`config.mk`:
```
export PLATFORM = sky130hd
export DESIGN_NAME = gwsn_ram
export DESIGN_NICKNAME = d
export VERILOG_FILES = /design/src/hw/rtl/gwsn_ram.sv
export SDC_FILE = /design/constraint.sdc
export NUM_CORES = 1
export LEC_CHECK = 0
export ABC_AREA = 1
export BUFFER_PORTS_ARGS = -buffer_cell sky130_fd_sc_hd__buf_2
export CAP_MARGIN = 20
export CORE_AREA = 5 5 127 129
export DETAILED_ROUTE_END_ITERATION = 8
export DIE_AREA = 0 0 132 134
export GPL_ROUTABILITY_DRIVEN = 0
export HOLD_SLACK_MARGIN = 0.03
export SETUP_SLACK_MARGIN = 0.4
export SYNTH_ARGS = -nofsm -noshare
export SYNTH_HDL_FRONTEND = slang
export SYNTH_SLANG_ARGS = --single-unit
```
`constraint.sdc`:
```
create_clock -name clock -period 1.9 [get_ports clock]
set_input_delay 0.285 -clock clock [delete_from_list [all_inputs] [get_ports clock]]
set_output_delay 0.285 -clock clock [all_outputs]
set_load 0.1 [all_outputs]
```
`src/hw/rtl/gwsn_ram.sv`:
```
module gwsn_ram #(
   parameter int WIDTH = 8,
   parameter int DEPTH = 16
) (
   input  logic                                       clock,
   input  logic                                       we,
   input  logic [((DEPTH > 1) ? $clog2(DEPTH) : 1)-1:0] waddr,
   input  logic [WIDTH-1:0]                           wdata,
   input  logic [((DEPTH > 1) ? $clog2(DEPTH) : 1)-1:0] raddr,
   output logic [WIDTH-1:0]                           rdata
);
   logic [WIDTH-1:0] mem [DEPTH];
   logic [WIDTH-1:0] rdata_ff;

   always_ff @(posedge clock) begin
      if (we) begin
         mem[waddr] <= wdata;
      end
      rdata_ff <= mem[raddr];
   end

   assign rdata = rdata_ff;
endmodule

```
After elaboration in Yosys (flattened, before gate mapping)
Memory sizes are Yosys's and may differ from the RTL's. A register that Yosys moved wholly into a read port is not among the register bits.
Index checks and enable logic that the tools add are counted.
- output and inout bits: 8
- bits in writable memories: 128
- logic and storage cells: 3
- memories kept: 1
- bits in registers: 0
- multiplexer cells: 2
- memory list (name ; depth ; width ; rd ports ; clocked after Yosys merged registers in ; wr ports ; RTL line ; RTL):
    mem ; 16 ; 8 ; 1 ; 1 ; 1 ; 12 ; logic [WIDTH-1:0] mem [DEPTH];
- operators by type and width (operator ; number):
    $mux W1 ; 2

Logic depth before layout (Yosys ltp)
- depth in word-level cells: 2
- mapped depth: 8
- depth with buffers taken out: 7

Least setup slack after synthesis
Ideal clock, no wire load.
- path kind: input to register
- start: in waddr[2] (netlist name)
- end: mem mem[10][0], enable pin
- buffers on the path: 0
- slack: 0.664 ns
- library setup time: 0.370 ns
- stages on the path: 2
- arrival: 0.866 ns
- data required time: 1.530 ns
- cells stage by stage: nand3b_1 -> nor2_1
- RTL lines (what ; RTL line ; RTL):
    from (decl) ; 7 ; input logic [((DEPTH > 1) ? $clog2(DEPTH) : 1)-1:0] waddr,
    to (decl) ; 12 ;
No word-level cell before the write port.

Final worst setup path
- start: reg rdata_ff[3] (netlist: rdata[3]) (read register of mem)
- end: out rdata[3]
- RTL lines (what ; RTL line ; RTL):
    from (decl) ; 13 ; logic [WIDTH-1:0] rdata_ff;
    to (decl) ; 10 ; output logic [WIDTH-1:0] rdata
No word-level cell between the ends.

==> impl_metrics.yaml <==
status:
  outcome: "completed"
sta:
  worstMarginPinSlew_ns: 0.638
  fmax_ghz: 0.693
  rsz0062_at_grt: "no"
  drv_slew: 0
  setup_viol: 0
  fin_crit_sh: 0.759
  hold_viol: 0
  finalCriticalPeriod_ns: 1.44
  worst_slack_ns: 0.457
  max-slew-margin-rel: 0.574
  tns_ns: 0
  clock_skew_ns: 0.00533
die:
  rows: 45
  boundaryPins: 26
  start_util: 0.386
  fp.dieArea_mm2: 0.0177
  core_mm2: 0.0149
  die_h_um: 134
  die_x_um: 132
cts:
  cts_buffer_depth: 2
  cts_tree: "done"
  clk_pin_slew_ns: 0.06
  ctsHoldBuffers: 0
  clkSinkCount: 136
  post_cts_buffers: 0
  cts-htree-levels: 4
  cts_root_buffer: "clkbuf_16"
  cts_buffers: 17
  clkLatencyLatePin_ns: 0.41
  cts_resized: 1
worst_setup_path:
  worstSetupPathType: "register to output pin"
  path_delay_family: "buffers and inverters"
  setup.worst_path.end_class: "output pin"
  critPathSlowestCell: "buf_2"
  cp_data_required_time_ns: 1.62
  path_cells: "buf_2"
  arrival_ns: 1.16
  path_buf_inv: 1
  crit_path_start_kind: "register"
  cpPeakStageDelay_ns: 0.42
  critical_path.max_fanout: 1
placed_design:
  place.detailed.hpwl_mm: 7.92
  port-buffer-count: 25
  place_inst: 765
  dp_slack_ns: 0.469
global_routing:
  grt_pass1_vias: 3882
  grt_overflow: 0
  grt_max_degree: 34
  grt_use_total: 0.149
  grt_pass1_wl_mm: 20.2
  antenna_found_initial: 0
worst_hold_path:
  min_path_type: "input pin to register"
cells_and_area:
  regArea_mm2: 0.00400
  area_growth_pct: 17.1
  nFillCells: 1333
  multi_input_area_mm2: 0.00121
  nNetsFinal: 614
  layout_common_cells: "173 x nand2_1, 128 x edfxtp_1, 100 x inv_1"
  drive_above_1_share: 0.136
  diodes: 0
  layout_commonest_cell: "nand2_1"
  final_cells: 797
routing:
  vias: 3820
  drt-pass1-iter-count: 5
  drtIter0Drc: 271
  route.detailed.drc: 0
  vias_per_cell: 4.79
  drt_wl_total_mm: 12.6
  wire_per_inst_um: 15.8
  ant_nets: 0
power:
  irDropWorstVdd_uv: 512
  p_sw_mw: 1.62
  power_density_mw_per_mm2: 1060
  power_frac_seq: 0.472
  p_sw_frac: 0.227
  p_leak_nw: 2.94
  share_comb_of_total_power: 0.076
  p_int_mw: 5.53
  p_clk_frac: 0.452
logic_synthesis:
  synthCells: 551
  syn_area_mm2: 0.00577
  yosysUniqueCellTypes: 12
  yosysWarnings: 0
  avgSynthCellArea_um2: 10.5
  synth.net_count: 569
  yosysSeqAreaShare: 0.694
  synth_seq_cells: 136
run:
  cap_violations: 0
final timing paths:
kind	from	end	slack, ns	cells after the start
setup / recovery	rdata[3]$_DFF_P_	rdata[3]	0.46	1
hold reg to reg	mem[10][6]$_DFFE_PP_	rdata[6]$_DFF_P_	0.65	6
setup reg to reg	mem[0][6]$_DFFE_PP_	rdata[6]$_DFF_P_	0.94	6
hold / removal	raddr[3]	rdata[6]$_DFF_P_	0.25	3
final cells by class:
class | count | area share
clock buffer | 18 | 0.0636
clock inverter | 14 | 0.0234
inverter | 102 | 0.0567
multi-input combinational | 289 | 0.180
sequential | 136 | 0.593
tap | 188 | 0.0348
timing repair buffer | 50 | 0.0486
cell usage after synthesis, drive strengths merged:
master,count,area share
nand2,173,0.11
edfxtp,128,0.67
inv,102,0.066
nand3,97,0.084
buf,24,0.029
nor2,17,0.011
dfxtp,8,0.028
nand3b,2,0.0026
metrics by stage:
| step | hold slack (ns) | power (mW) | cell area [um^2] | util |
|---|---|---|---|---|
| detailed placement | 0.637 | 3.98 | 6160 | 0.413 |
| finish | 0.251 | 7.14 | 6750 | 0.452 |
| CTS | 0.237 | 7.21 | 6750 | 0.452 |
| global placement | 0.633 | 3.97 | 6160 | 0.413 |
| floorplan | 0.384 | 3.81 | 5770 | - |
| global route | 0.250 | 7.39 | 6750 | 0.452 |
state kept, by name, summed over array words and instances (netlist names):
signal / cells
mem: 128
rdata: 8
power by group through the flow:
stage               Clock [mW]  Combinational [mW]  Sequential (mW)
floorplan                    0               0.237             3.57
global placement             0               0.535             3.44
detailed placement           0               0.542             3.44
CTS                       3.29               0.546             3.38
global route              3.42               0.590             3.38
finish                    3.23               0.540             3.37
kinds of logic (layout without fill, tap and decap cells):
family / count (synthesis) / in the layout / share of synthesized area
buffers and inverters: 126 / 184 / 0.0952
flip-flops: 136 / 136 / 0.694
AND/OR/NAND/NOR: 289 / 289 / 0.210
layer usage:
layer,vias to the layer above,track usage,share of wire
met3,24,0.0371,0.051
met5,-,0,0
met1,1832,0.187,0.43
met2,102,0.246,0.49
li1,1862,-,-
met4,0,0.0646,0.030
(Power assumes the default switching activity.)
