## src/hw/rtl/gwsn_pkg.sv

```systemverilog
package gwsn_pkg;

   localparam int DIV_W  = 48;
   localparam int DVS_W  = 32;
   localparam int QUO_W  = 49;
   localparam int STEP_W = 6;
   localparam int SUM_W  = 48;
   localparam int WGT_W  = 14;
   localparam int ACC_W  = SUM_W + WGT_W;
   localparam int OWN_W  = 33;

   localparam logic [4:0]  RADIUS_CAP = 5'd16;
   localparam logic [7:0]  GREY_FULL  = 8'hff;
   localparam logic signed [QUO_W-1:0] ONE_Q16 = 49'sd65536;

   localparam logic [1:0] CSR_RADIUS  = 2'd0;
   localparam logic [1:0] CSR_COLUMNS = 2'd1;
   localparam logic [1:0] CSR_USE_EXT = 2'd2;
   localparam logic [1:0] CSR_EXT_MAX = 2'd3;

   localparam logic OP_LOAD = 1'b0;
   localparam logic OP_READ = 1'b1;

   typedef struct packed {
      logic             start;
      logic             neg;
      logic [DIV_W-1:0] dividend;
      logic [DVS_W-1:0] divisor;
   } div_req_type;

   typedef struct packed {
      logic                    done;
      logic signed [QUO_W-1:0] quotient;
   } div_rsp_type;

endpackage

```

## src/hw/rtl/gwsn_div.sv

```systemverilog
module gwsn_div (
   input  logic                  clock,
   input  logic                  reset,
   input  gwsn_pkg::div_req_type req,
   output gwsn_pkg::div_rsp_type rsp
);
   import gwsn_pkg::*;

   logic              busy_ff, busy_in;
   logic              done_ff, done_in;
   logic              neg_ff, neg_in;
   logic [STEP_W-1:0] cnt_ff, cnt_in;
   logic [DVS_W-1:0]  rem_ff, rem_in;
   logic [DIV_W-1:0]  quo_ff, quo_in;
   logic [DVS_W-1:0]  dvs_ff, dvs_in;
   logic [DVS_W:0]    trial;
   logic              ge;

   always_comb begin
      trial   = {rem_ff, quo_ff[DIV_W-1]};
      ge      = trial >= {1'b0, dvs_ff};
      busy_in = busy_ff;
      done_in = 1'b0;
      neg_in  = neg_ff;
      cnt_in  = cnt_ff;
      rem_in  = rem_ff;
      quo_in  = quo_ff;
      dvs_in  = dvs_ff;
      if (req.start) begin
         busy_in = 1'b1;
         neg_in  = req.neg;
         cnt_in  = '0;
         rem_in  = '0;
         quo_in  = req.dividend;
         dvs_in  = req.divisor;
      end else if (busy_ff) begin
         rem_in = DVS_W'(ge ? (trial - {1'b0, dvs_ff}) : trial);
         quo_in = {quo_ff[DIV_W-2:0], ge};
         cnt_in = cnt_ff + 1'b1;
         if (cnt_ff == STEP_W'(DIV_W - 1)) begin
            busy_in = 1'b0;
            done_in = 1'b1;
         end
      end
   end

   always_ff @(posedge clock) begin
      if (reset) begin
         busy_ff <= 1'b0;
         done_ff <= 1'b0;
      end else begin
         busy_ff <= busy_in;
         done_ff <= done_in;
      end
      neg_ff <= neg_in;
      cnt_ff <= cnt_in;
      rem_ff <= rem_in;
      quo_ff <= quo_in;
      dvs_ff <= dvs_in;
   end

   assign rsp.done     = done_ff;
   assign rsp.quotient = neg_ff ? -$signed({1'b0, quo_ff}) : $signed({1'b0, quo_ff});
endmodule

```

## config.mk

```make
export PLATFORM = sky130hd
export DESIGN_NAME = gwsn_div
export DESIGN_NICKNAME = d
export VERILOG_FILES = /design/src/hw/rtl/gwsn_pkg.sv /design/src/hw/rtl/gwsn_div.sv
export SDC_FILE = /design/constraint.sdc
export NUM_CORES = 1
export LEC_CHECK = 0
export ABC_AREA = 1
export BUFFER_PORTS_ARGS = -buffer_cell sky130_fd_sc_hd__buf_2
export CAP_MARGIN = 5
export CORE_UTILIZATION = 30
export DETAILED_ROUTE_END_ITERATION = 16
export SLEW_MARGIN = 25
export SYNTH_ARGS = -nofsm -noshare
export SYNTH_HDL_FRONTEND = slang
export SYNTH_SLANG_ARGS = --single-unit
export TNS_END_PERCENT = 20
```

## constraint.sdc

```tcl
create_clock -name clock -period 5 [get_ports clock]
set_input_delay 1.5 -clock clock [delete_from_list [all_inputs] [get_ports clock]]
set_output_delay 1.5 -clock clock [all_outputs]
set_load 0.005 [all_outputs]
```

Word level (Yosys, flattened, before mapping)
Cells that the tools add are included.
{"block": "totals", "ff_bits": 121, "input_bits": 84}
{"block": "op_classes", "add_sub_neg": 3, "order_cmp": 1, "eq_ne": 1, "muxes": 8, "n_bitwise": 1, "reduce_logical": 2}
{"op": "$mux W48", "n": 2}
{"op": "$mux W49", "n": 1}
{"op": "$neg A48 Y49", "n": 1}
{"op": "$ge A33 B32 Y1", "n": 1}
{"op": "$mux W32", "n": 1}
{"op": "$sub A32 B32 Y32", "n": 1}
{"op": "$add A6 B1 Y6 const B", "n": 1}
{"op": "$eq A6 B6 Y1 const B", "n": 1}
{"op": "$mux W1", "n": 4}
{"op": "$reduce_or A3 Y1", "n": 1}
{"op": "$reduce_bool A2 Y1", "n": 1}
{"op": "$not A1 Y1", "n": 1}

Longest topological paths before layout
Gate-level depths: netlist of run 1.
{"block": "depth", "depth_word": 4, "ltp_mapped": 17}

Least setup slack after synthesis of run 1
No wires, ideal clock.
{"block": "synth_timing", "kind": "input to register", "from": "input req[81] in the netlist's numbering", "to": "register quo_ff[0] (enable)", "setup_time_ps": 432, "t_arrival_ps": 3479, "path_slack_ps": 1089, "cell_stages": 4, "n_path_buf": 2, "path_cell_list": "clkbuf_1 -> nor2_1 -> inv_1 -> clkbuf_1"}
{"block": "synth_via", "elab_chain_len": 1}
{"element": "from (decl)", "line_no": "gwsn_div.sv:4", "source": "input gwsn_pkg::div_req_type req,"}
{"element": "$reduce_bool A2 Y1 (no line)"}
{"element": "to (signal assigned)", "line_no": "gwsn_div.sv:58", "source": "quo_ff <= quo_in;"}
{"element": "to (decl)", "line_no": "gwsn_div.sv:14", "source": "logic [DIV_W-1:0] quo_ff, quo_in;"}
Every way passes these cells.
A chain may end at the register's enable or synchronous reset.

==> metrics.txt, run 1 <==
critical path arrival 2.53 ns; ANT cells 0; Slew Viols, Final 0; peak supply drop 0.000255 V; ys flop type edfxtp_1; Post-Syn Nets 1,472; drt drc 0; 1st-pass router iterations 6; die height 176 µm; CTS Hold Bufs 0; Tightest Hold Check Type register to register; Worst setup SP type register; CP max-delay cell edfxtp_1; Net count, final 1,594; CP Max Fanout 5; layout cells sized above 1 13.4%; IO Port Bufs 133; area share of the largest cell type after synthesis 26.9%; Post-Syn Area 0.00904 mm²; post-layout util 35.9%; cell mode on critical path inv_1; root buffer cell clkbuf_16; Fin Clk Skew 0.00645 ns; MaxCap Viol Count 0; Core Rows 63; Die W 176 µm; Final GP Congestion 0.912; Highest Clock Rate 248 MHz; Post-synth EDFFs 81; total routed wirelength 25.8 mm; Placeable Area 0.0296 mm²; CP endpoint kind output pin; # fillers 3,255; via count 8,644; H-tree depth 4; initial core utilization 30.5%; gr ovfl total 0; Yosys Warn Count 0; synthesized area per cell 6.68 µm²; Setup TNS 0 ns; minimum clock period 4.03 ns; worst skew pair latency 0.42 ns; CTS clk-pin slew, worst paths 0.06 ns; Synth async-reset ratio 0%; FF+latch count, synth 121; Slew @ Worst Pin 0.921 ns; total power 2.91 mW; Post-DRT Antenna Nets 0; number of CTS-inserted buffers 17; pwr dens 273 mW/mm²; Pleak 5.41 nW; largest net degree at the start of global routing 93; Final setup viols 0; CP Data Required Time 3.50 ns; Post-Syn Instances 1,353; Ports 134; synthesis-to-finish area growth 17.5%; unique cell type count in the Yosys netlist 40; status finished clean; final worst slack 0.965 ns; CTS tree yes; CP Cell Sequence inv_1 -> ha_1 -> inv_1 -> nor3_4 -> nand2_2 -> nor2_2 -> nand2_2 -> nor2_2 -> nand3b_1 -> o21ai_1 -> inv_1 -> nand2_1 -> nand2_1 -> buf_2; post-CTS setup buffers 0; Synth area leaders edfxtp_1 (27%), nand2_1 (19%), inv_1 (9.9%); WL per Instance 13.7 µm; peak per-stage delay on the critical path 0.42 ns; vias per cell 4.60; total track usage 17.1%; first-pass GRT wire length 41.4 mm; vias in the first global route 8,174; DRT iter0 DRCs 619; DP Wirelength 20.0 mm; CTS sink cnt 121; Crit Path Class register to output pin; period utilisation layout 80.7%; Yosys top cell by area edfxtp_1; pre-CTS WS 1.38 ns; die footprint 0.0308 mm²; Max transition margin 38.4%; clk buf depth 2; Hold Vio Cnt, Final 0; sequential element share of the synthesized area 35.7%; initial antenna violation count 0; Post-CTS Resized 0; RSZ-0062 raised after global routing no
==> critical path: cells and delay by family, from the launching register on <==
kind	cells	cell delay (ns)
buffers and inverters	4	0.36
adder cells (fa/ha/maj)	1	0.14
AO/OA/AOI/OAI	1	0.18
AND/OR/NAND/NOR	8	0.99
flip-flops	1	0.42
==> cell usage in the layout (no fill, tap or decap), types with 4 or more instances in the layout <==
| cell | Yosys | layout |
|---|---|---|
| a21oi_1 | 25 | 25 |
| buf_2 | 5 | 132 |
| buf_4 | 4 | 5 |
| clkbuf_16 | 0 | 17 |
| clkinv_2 | 0 | 5 |
| clkinvlp_4 | 0 | 4 |
| dfxtp_1 | 40 | 40 |
| edfxtp_1 | 81 | 81 |
| ha_1 | 34 | 34 |
| inv_1 | 238 | 236 |
| nand2_1 | 460 | 460 |
| nand2_2 | 7 | 7 |
| nand3_1 | 106 | 106 |
| nand3b_1 | 17 | 17 |
| nand4_1 | 17 | 17 |
| nor2_1 | 106 | 106 |
| nor2_2 | 8 | 8 |
| nor3_1 | 18 | 18 |
| o21ai_0 | 68 | 68 |
| o21ai_1 | 9 | 9 |
| xnor2_1 | 13 | 13 |
| xor2_1 | 41 | 41 |
==> through the flow <==
step / instances / area (µm²) / hold slack, ns
CTS: 1878 / 10600 / 0.471
detailed placement: 1846 / 10100 / 0.460
global route: 1878 / 10600 / 0.483
floorplan: 1353 / 9040 / 0.444
global placement: 1846 / 10100 / 0.460
finish: 1878 / 10600 / 0.472
==> final timing paths <==
kind / startpoint / endpoint / slack, ns / depth (start not counted)
worst max-delay path: quo_ff[0] / rsp[26] / 0.97 / 14
worst min-delay path: rem_ff[10] / rem_ff[10] / 0.47 / 2
worst max register to register: dvs_ff[5] / rem_ff[25] / 2.04 / 13
worst min register to register: rem_ff[10] / rem_ff[10] / 0.47 / 2
==> registers in the layout (all words and copies together), names as in the netlist <==
| name | count |
|---|---|
| done_ff | 1 |
| quo_ff | 48 |
| neg_ff | 1 |
| busy_ff | 1 |
| rem_ff | 32 |
| cnt_ff | 6 |
| dvs_ff | 32 |
==> cell families after synthesis <==
| group | Yosys count | synth area share, % |
|---|---|---|
| buffers and inverters | 274 | 11.9 |
| xor gates and xnor gates | 54 | 5.23 |
| AOI/OAI and AO/OA | 114 | 6.68 |
| adders and majority gates | 35 | 4.93 |
| and+or+nand+nor | 755 | 35.5 |
| DFF | 121 | 35.7 |
==> layout make-up <==
class                   count  area [µm²]  share of cell area [%]
clock inverters            15         150                    1.41
inverters                 240         901                    8.48
flip-flops and latches    121        3230                    30.4
clock buffers              17         425                    4.00
multi-input cells         958        4730                    44.5
repair buffers            137         698                    6.57
well taps                 390         488                    4.59
==> report_power, final <==
part | switching [mW] | total [mW] | internal, mW
Combinational | 0.312 | 0.491 | 0.179
Sequential | 0.0510 | 1.20 | 1.15
Clock | 0.483 | 1.22 | 0.732
Total | 0.846 | 2.91 | 2.06
==> synth_stat cells (all sizes together) (3+ instances only) <==
master and n:
nand4 17, nor2 116, edfxtp 81, nand3b 17
o21ai 80, ha 34, nor3 20, clkbuf 19
o21bai 3, dfxtp 40, xor2 41, nor4 3
buf 15, nand2 468, inv 239, a21oi 26
xnor2 13, nand3 107, and2 3
==> metal layers <==
layer / global-route usage (%) / wire length, µm / vias up
li1: - / - / 4496
met1: 21.9 / 11800 / 3865
met2: 29.5 / 12200 / 259
met3: 2.84 / 1420 / 24
met4: 4.67 / 403 / 0
met5: 0 / 0 / -
(Power assumes the default switching activity.)
==> inputs of run 2 (changes only) <==
==> constraint.sdc (replaced) <==
create_clock -name clock -period 3.4 [get_ports clock]
set_input_delay 1.02 -clock clock [delete_from_list [all_inputs] [get_ports clock]]
set_output_delay 1.02 -clock clock [all_outputs]
set_load 0.005 [all_outputs]
==> run 2 against run 1 <==
Sequential share of layout area shrank 0.64 points. Final cell count rose by 0.96%. Critical path depth fell by 6. Critical path type unchanged. Largest power group is now registers.
==> metrics.txt, run 2 (synthesized netlist as in run 1, its figures left out) <==
most frequent cells in the layout nand2_1 (460), inv_1 (230), buf_2 (132); Max transition margin 53.9%; peak per-stage delay on the critical path 0.40 ns; Top reg by flops quo_ff; Int Power 2.92 mW; initial core utilization 30.5%; RSZ-0062 raised after global routing yes; IO Port Bufs 133; initial antenna violation count 0; placed cell count 1,852; switching power 1.33 mW; Core Rows 63; Final GP Congestion 0.933; 1st-pass router iterations 5; max reg flops 48; CP Max Fanout 4; critical path arrival 2.28 ns; die height 176 µm; M2 GR Usage 30.1%; CP startpoint quo_ff[1]; status finished clean; largest net degree at the start of global routing 126; Post-Layout Cell Count 1,896; Gate power share 18.1%; Final setup viols 0; final worst slack 0.0985 ns; period utilisation layout 97.1%; crit path buf inv count 3; die footprint 0.0308 mm²; CTS Hold Bufs 0; via count 8,784; worst skew pair latency 0.43 ns; pre-CTS WS 0.324 ns; total power 4.25 mW; most common cell after layout, fill and taps aside nand2_1; crit path capture rsp[47]; pwr dens 391 mW/mm²; vias per cell 4.63; DP Wirelength 20.4 mm; CP Data Required Time 2.38 ns; part of the power in registers 41.6%; MaxCap Viol Count 0; Worst setup SP type register; synthesis-to-finish area growth 20.0%; global-route met3 utilization 2.68%; drt drc 0; vias in the first global route 8,461; Post-DRT Antenna Nets 0; H-tree depth 4; post-layout util 36.6%; r2r endpoint rem_ff[27]; CP Cell Sequence buf_4 -> nor3_4 -> buf_4 -> nand4_1 -> nor2_2 -> a21oi_1 -> xor2_1 -> buf_2; Sw Ratio 31.2%; Slew @ Worst Pin 0.691 ns; Net count, final 1,612; total track usage 17.5%; Pleak 5.50 nW; CP top delay family simple AND/OR/NAND/NOR gates; ANT cells 0; minimum clock period 3.30 ns; cell depth of the worst flop-to-flop path 13; Die W 176 µm; Setup TNS 0 ns; Ports 134; FF-to-FF Start dvs_ff[5]; clock share of power 40.4%; Tightest Hold Check Type register to register; CP max-delay cell edfxtp_1; Critical Path Stages 8; CP endpoint kind output pin; CTS tree yes; CTS sink cnt 121; layout cells sized above 1 16.1%; clk buf depth 2; Largest regs quo_ff (48), dvs_ff (32), rem_ff (32); number of CTS-inserted buffers 17; # fillers 3,228; DRT iter0 DRCs 646; first-pass GRT wire length 42.4 mm; peak supply drop 0.000334 V; Crit Path Class register to output pin; total routed wirelength 26.4 mm; cell mode on critical path buf_4; met1 Use GR 21.9%; WL per Instance 13.9 µm; Highest Clock Rate 303 MHz; Slew Viols, Final 0; Placeable Area 0.0296 mm²; Hold Vio Cnt, Final 0; Fin Clk Skew 0.0125 ns; root buffer cell clkbuf_16; CTS clk-pin slew, worst paths 0.06 ns; gr ovfl total 0; r2r setup slk 0.78 ns; GRT busiest layer met2
[run 2: layer usage]
| layer | vias up | wire (µm) |
|---|---|---|
| li1 | 4520 | - |
| met1 | 3971 | 11800 |
| met2 | 245 | 12500 |
| met3 | 48 | 1330 |
| met4 | 0 | 665 |
| met5 | - | 0 |
[run 2: worst min path at each step]
stage	start	endpoint	slack, ns	depth (start not counted)
floorplan	rem_ff[10]	rem_ff[10]	0.44	2
global placement	rem_ff[21]	rem_ff[21]	0.46	2
global route	rem_ff[26]	rem_ff[26]	0.50	2
finish	rem_ff[14]	rem_ff[14]	0.47	2
CTS	rem_ff[22]	rem_ff[22]	0.47	2
detailed placement	rem_ff[22]	rem_ff[22]	0.46	2
[run 2: through the flow]
stage | area (µm²) | hold WS (ns)
after detailed placement | 10100 | 0.459
final | 10900 | 0.470
after global placement | 10100 | 0.457
after floorplan | 9040 | 0.444
after global routing | 10900 | 0.496
after CTS | 10700 | 0.472
[run 2: tightest hold or removal path, stage by stage, from the launching register on]
cell and delay [ns]:
dfxtp_1 0.32, nand2_1 0.06, nand2_1 0.04
[run 2: cell type report]
type / count / area, µm² / area share [%]
timing repair buffer: 155 / 846 / 7.79
inverter: 240 / 901 / 8.30
clock inverter: 15 / 119 / 1.09
sequential: 121 / 3230 / 29.8
clock buffer: 17 / 425 / 3.92
multi-input combinational: 958 / 4840 / 44.6
tap: 390 / 488 / 4.50
[run 2: power by group through the flow]
| stage | sequential [mW] | combinational, mW | clock, mW |
|---|---|---|---|
| finish | 1.77 | 0.767 | 1.72 |
| detailed placement | 1.79 | 0.738 | 0 |
| floorplan | 1.77 | 0.437 | 0 |
| CTS | 1.76 | 0.749 | 1.76 |
| global route | 1.78 | 0.861 | 1.82 |
| global placement | 1.79 | 0.734 | 0 |
[run 2: timing repair]
item	4_1_cts	5_1_grt
setup buffers	4	8
endpoints found under the setup margin	12	22
pin swaps	5	11
endpoints found under the hold margin	0	0
cloned	0	0
gates resized for setup	7	27
